**config.mk**
```make
export PLATFORM = sky130hd
export DESIGN_NAME = phep_limits
export DESIGN_NICKNAME = d
export VERILOG_FILES = /design/src/rtl/phep_pkg.sv /design/src/rtl/phep_limits.sv
export SDC_FILE = /design/constraint.sdc
export NUM_CORES = 2
export LEC_CHECK = 0
export ABC_AREA = 1
export BUFFER_PORTS_ARGS = -buffer_cell sky130_fd_sc_hd__buf_4
export CORE_MARGIN = 4
export CORE_UTILIZATION = 45
export CTS_BUF_LIST = sky130_fd_sc_hd__clkbuf_8
export CTS_CLUSTER_DIAMETER = 100
export CTS_CLUSTER_SIZE = 20
export DETAILED_ROUTE_END_ITERATION = 8
export HOLD_SLACK_MARGIN = 0.1
export PLACE_DENSITY = 0.59
export SYNTH_ARGS = -nofsm -noshare
export SYNTH_HDL_FRONTEND = slang
export SYNTH_SLANG_ARGS = --single-unit
```
**constraint.sdc**
```tcl
create_clock -name aclk -period 20.3 [get_ports aclk]
set_input_delay 4.06 -clock aclk [delete_from_list [all_inputs] [get_ports aclk]]
set_output_delay 4.06 -clock aclk [all_outputs]
set_load 0.02 [all_outputs]
```
**src/rtl/phep_pkg.sv**
```systemverilog
// Shared types, constants and helper functions for the pH-from-potential pipeline.
// No dependencies; every other file of the block imports this package.
package phep_pkg;

    localparam int LOGISTIC_TABLE_DEPTH_DEF = 256;
    localparam int TC_BITS = 17;

    localparam longint Q30 = 64'sd1073741824;
    localparam longint EINV_Q30 = 64'sd395007542;

    typedef enum logic [1:0] {
        STATUS_OK    = 2'd0,
        STATUS_SCAN  = 2'd1,
        STATUS_RANGE = 2'd2
    } status_t;

    // Potentials and limits are Q16 millivolts.
    typedef struct packed {
        logic                 ok;
        logic signed [27:0]   peak;
        logic signed [27:0]   refp;
        logic [15:0]          den;
        logic signed [27:0]   lo;
        logic signed [27:0]   hi;
        logic [TC_BITS-1:0]   tc;
    } item_t;

    // Divide by 2^16, rounding to nearest with ties away from zero.
    function automatic logic signed [63:0] rnd_q16(input logic signed [63:0] n);
        logic signed [63:0] m;
        begin
            if (n < 0) begin
                m = -n;
                rnd_q16 = -((m + 64'sd32768) >>> 16);
            end else begin
                rnd_q16 = (n + 64'sd32768) >>> 16;
            end
        end
    endfunction

    // e^-k in Q30 for a whole number k, capped at 40.
    function automatic longint einv_pow(input longint k);
        longint p, n, lim;
        begin
            p = Q30;
            lim = (k > 40) ? 40 : k;
            for (n = 0; n < lim; n++)
                p = (p * EINV_Q30 + (Q30 >>> 1)) >>> 30;
            einv_pow = p;
        end
    endfunction

endpackage

```
**src/rtl/phep_limits.sv**
```systemverilog
// Temperature-scaled clamp limits for the reference potential, four pipeline stages.
// Depends on phep_pkg; division by 745 is done with exact reciprocal multiplies.
module phep_limits
    import phep_pkg::*;
(
    input  logic  aclk,
    input  logic  aresetn,
    input  logic  en,
    input  logic  in_valid,
    input  item_t in_item,
    output logic  out_valid,
    output item_t out_item
);

    localparam logic [24:0] RECIP_P = 25'd23060228;
    localparam logic [23:0] RECIP_C = 24'd11530114;
    localparam logic [23:0] DIV_K = 24'd745;
    localparam logic [29:0] OFS_800 = 30'd52428800;

    logic [8:0] coef [2];
    assign coef[0] = 9'd311;
    assign coef[1] = 9'd354;

    logic        v1_reg, v2_reg, v3_reg, v4_reg;
    item_t       it1_reg, it2_reg, it3_reg, it4_reg;
    logic [23:0] p1_reg [2];
    logic [23:0] p2_reg [2];
    logic [14:0] q2_reg [2];
    logic [14:0] q3_reg [2];
    logic [22:0] c3_reg [2];
    logic signed [27:0] lim4_reg [2];

    always_ff @(posedge aclk) begin
        if (!aresetn) begin
            v1_reg <= 1'b0;
            v2_reg <= 1'b0;
            v3_reg <= 1'b0;
            v4_reg <= 1'b0;
        end else if (en) begin
            v1_reg <= in_valid;
            v2_reg <= v1_reg;
            v3_reg <= v2_reg;
            v4_reg <= v3_reg;
        end
    end

    always_ff @(posedge aclk) begin
        if (en) begin
            it1_reg <= in_item;
            it2_reg <= it1_reg;
            it3_reg <= it2_reg;
            it4_reg <= it3_reg;
        end
    end

    for (genvar k = 0; k < 2; k++) begin : g_lim
        logic [48:0] prod_p;
        logic [46:0] prod_c;
        logic [23:0] rem_p;
        logic [29:0] sum_l;

        assign prod_p = 49'(p1_reg[k]) * 49'(RECIP_P);
        assign rem_p  = p2_reg[k] - 24'(q2_reg[k] * DIV_K);
        assign prod_c = 47'(c3_reg[k]) * 47'(RECIP_C);
        assign sum_l  = 30'({q3_reg[k], 13'b0}) + 30'(prod_c[46:33]) - OFS_800;

        always_ff @(posedge aclk) begin
            if (en) begin
                p1_reg[k]   <= 24'(in_item.den) * 24'(coef[k]);
                p2_reg[k]   <= p1_reg[k];
                q2_reg[k]   <= prod_p[48:34];
                c3_reg[k]   <= {rem_p[9:0], 13'b0} + 23'd372;
                q3_reg[k]   <= q2_reg[k];
                lim4_reg[k] <= 28'(sum_l);
            end
        end
    end

    always_comb begin
        out_item    = it4_reg;
        out_item.lo = lim4_reg[0];
        out_item.hi = lim4_reg[1];
    end
    assign out_valid = v4_reg;

endmodule

```
==> flow_metrics.env <==
export IMPL_die_width_um=364.5
export IMPL_skew_ns=0.06840
export IMPL_grt_pass1_vias=38360
export IMPL_gr_usage_all_layers=0.1956
export IMPL_drcViolationCount=0
export IMPL_post_route_period_util=0.3647
export IMPL_cap_violations=0
export IMPL_path_class="reg2reg"
export IMPL_cts_clk_slew_worst_paths_ns=0.12
export IMPL_dr_first_iter_drc_count=1735
export IMPL_wirelength_um=126000
export IMPL_die_y_um=364.5
export IMPL_boundaryPins=297
export IMPL_min_period_ns=7.404
export IMPL_yosysWarnings=0
export IMPL_cp_slowest_cell="edfxtp_1"
export IMPL_post_dp_hpwl_um=107800
export IMPL_initial_core_util=0.4542
export IMPL_busiest_layer="met2"
export IMPL_cts_inserted_buffers=40
export IMPL_dr_pass1_iters=6
export IMPL_worst_r2r_cell_count=28
export IMPL_cts_htree_levels=2
export IMPL_min_path_type="reg2reg"
export IMPL_synth_top_flop_cell="edfxtp_1"
export IMPL_final_cell_mix="inv_1 (1417), ha_1 (910), fa_1 (767)"
export IMPL_io_buffers=240
export IMPL_yosysSeqAreaShare=0.2913
export IMPL_grt_pass1_wl_um=203900
export IMPL_area_delta_synth_final_pct=8.304
export IMPL_antenna_found_initial=2
export IMPL_tritoncts="built"
export IMPL_synth_edf_count=552
export IMPL_synth_nets=7194
export IMPL_tightestPinTransition_ns=1.049
export IMPL_rsz0062_at_grt="false"
export IMPL_clock_sinks=556
export IMPL_max_stage_delay_ns=0.69
export IMPL_startpoint_type="register"
export IMPL_slew_headroom=0.3009
export IMPL_critPathRequiredTime_ns=20.81
export IMPL_vias_per_cell=4.918
export IMPL_synth_cells=5367
export IMPL_final_max_slew_viol_count=0
export IMPL_worstPathArrival_ns=7.91
export IMPL_final_common_cell="inv_1"
export IMPL_syn_area_um2=57180
export IMPL_place_congestion=0.9154
export IMPL_cpMostUsedCell="fa_1"
export IMPL_min_path_cells=0
export IMPL_ys_types=41
export IMPL_cts_root_buf="clkbuf_8"
export IMPL_synth_seq_cells=556
export IMPL_path_max_fanout=9
export IMPL_grt_max_degree=173
export IMPL_async_flop_share=0
export IMPL_globalRoute_totalOverflow=0
export IMPL_ctsResizeCount=0
export IMPL_core_area_um2=125900
export IMPL_vias=36060
export IMPL_rows=130
export IMPL_finalSetupViolations=0
export IMPL_globalRouteMet3Util=0.02248
export IMPL_clock_latency_ns=0.77
export IMPL_grt_use_met2=0.3358
export IMPL_fmax_mhz=135.1
export IMPL_ant_nets=0
export IMPL_worst_setup_path_end_kind="register"
export IMPL_synth_area_per_cell_um2=10.65
export IMPL_status="finished, final reports clean"
export IMPL_postCtsHoldBufs=0
export IMPL_fin_tns_setup_ns=0
export IMPL_rrSetupSlack_ns=12.90
export IMPL_nets=7481
export IMPL_wl_per_cell_um=17.19
export IMPL_finalHoldViolCount=0
export IMPL_postCtsSetupBuffers=0
export IMPL_drive_above_1_share=0.06286
export IMPL_met1_usage=0.2676
export IMPL_die_area_um2=132800
export IMPL_clockBufferDepth=3
## through the flow
step                setup slack (ns)  instances  utilization  hold slack (ns)  area (µm²)
finish                         12.90       7332       0.4919           0.3907       61930
global route                   12.39       7330       0.4919           0.3987       61930
CTS                            12.77       7329       0.4919           0.3752       61920
detailed placement             12.35       7262       0.4855           0.4045       61120
global placement               12.33       7262       0.4855           0.4004       61120
floorplan                      12.73       5367            -           0.4003       57180
## final timing paths
kind	end	start
hold / removal	it2_reg[15]	it1_reg[15]
hold reg to reg	it2_reg[15]	it1_reg[15]
setup reg to reg	lim4_reg[0][27]	c3_reg[0][20]
setup / recovery	lim4_reg[0][27]	c3_reg[0][20]
## cells by family after synthesis
family          after synthesis  share of synthesized area
buf+inv                    1408                    0.09242
compound gates              418                    0.04133
simple gates               1177                    0.08726
flops                       556                     0.2913
fa+ha+maj                  1677                     0.4676
xor+xnor                    131                    0.02006
## Yosys cell counts (2+ instances only)
cell type | count | share of area
nor4_2 | 5 | 0.0011
nor4_1 | 4 | 0.00044
nand4_1 | 40 | 0.0044
nand3_1 | 139 | 0.012
nand3b_1 | 9 | 0.0012
xnor2_1 | 40 | 0.0061
and2_1 | 2 | 0.00022
nand2_1 | 641 | 0.042
edfxtp_1 | 552 | 0.29
a21boi_0 | 6 | 0.00079
o21ai_1 | 14 | 0.0012
a31oi_1 | 18 | 0.0020
or2_1 | 4 | 0.00044
inv_1 | 1406 | 0.092
nor3_2 | 5 | 0.00088
o211ai_1 | 5 | 0.00066
a21boi_1 | 5 | 0.00066
xor2_1 | 91 | 0.014
nor2_4 | 3 | 0.00059
o21ai_0 | 92 | 0.0081
fa_1 | 767 | 0.27
a21o_1 | 35 | 0.0046
nand2_2 | 12 | 0.0013
ha_1 | 910 | 0.20
dfxtp_1 | 4 | 0.0014
o21a_1 | 7 | 0.00092
inv_2 | 2 | 0.00013
nor3_1 | 30 | 0.0026
o21bai_1 | 31 | 0.0041
nor2_2 | 18 | 0.0020
nor2_1 | 255 | 0.017
a21oi_1 | 199 | 0.017
or2_2 | 7 | 0.00077
and3_1 | 2 | 0.00022
## critical path: cells and delay by family (launching register included)
family,cells,cell delay [ns]
AND/OR/NAND/NOR,7,0.92
XOR/XNOR,1,0.16
flip-flops,1,0.69
buffers and inverters,5,0.32
adder cells (fa/ha/maj),10,4.06
AO/OA/AOI/OAI,5,0.99
## cell type report
cell class | count | area [µm²]
antenna | 3 | 7.507
clock buffer | 40 | 550.5
clock inverter | 27 | 254.0
fill | 11710 | 63970
inverter | 1408 | 5285
multi-input combinational | 3403 | 35240
sequential | 556 | 16660
tap | 1650 | 2064
timing repair buffer | 245 | 1872
## routing by layer
| metal | share of wire | routed length (µm) |
|---|---|---|
| met1 | 0.45 | 56910 |
| met3 | 0.038 | 4765 |
| met4 | 0.023 | 2899 |
| met2 | 0.49 | 61430 |
| met5 | 0 | 0 |
Power is not shown: default switching activity piles up to over one toggle a cycle in this logic, so the estimate is an artifact.
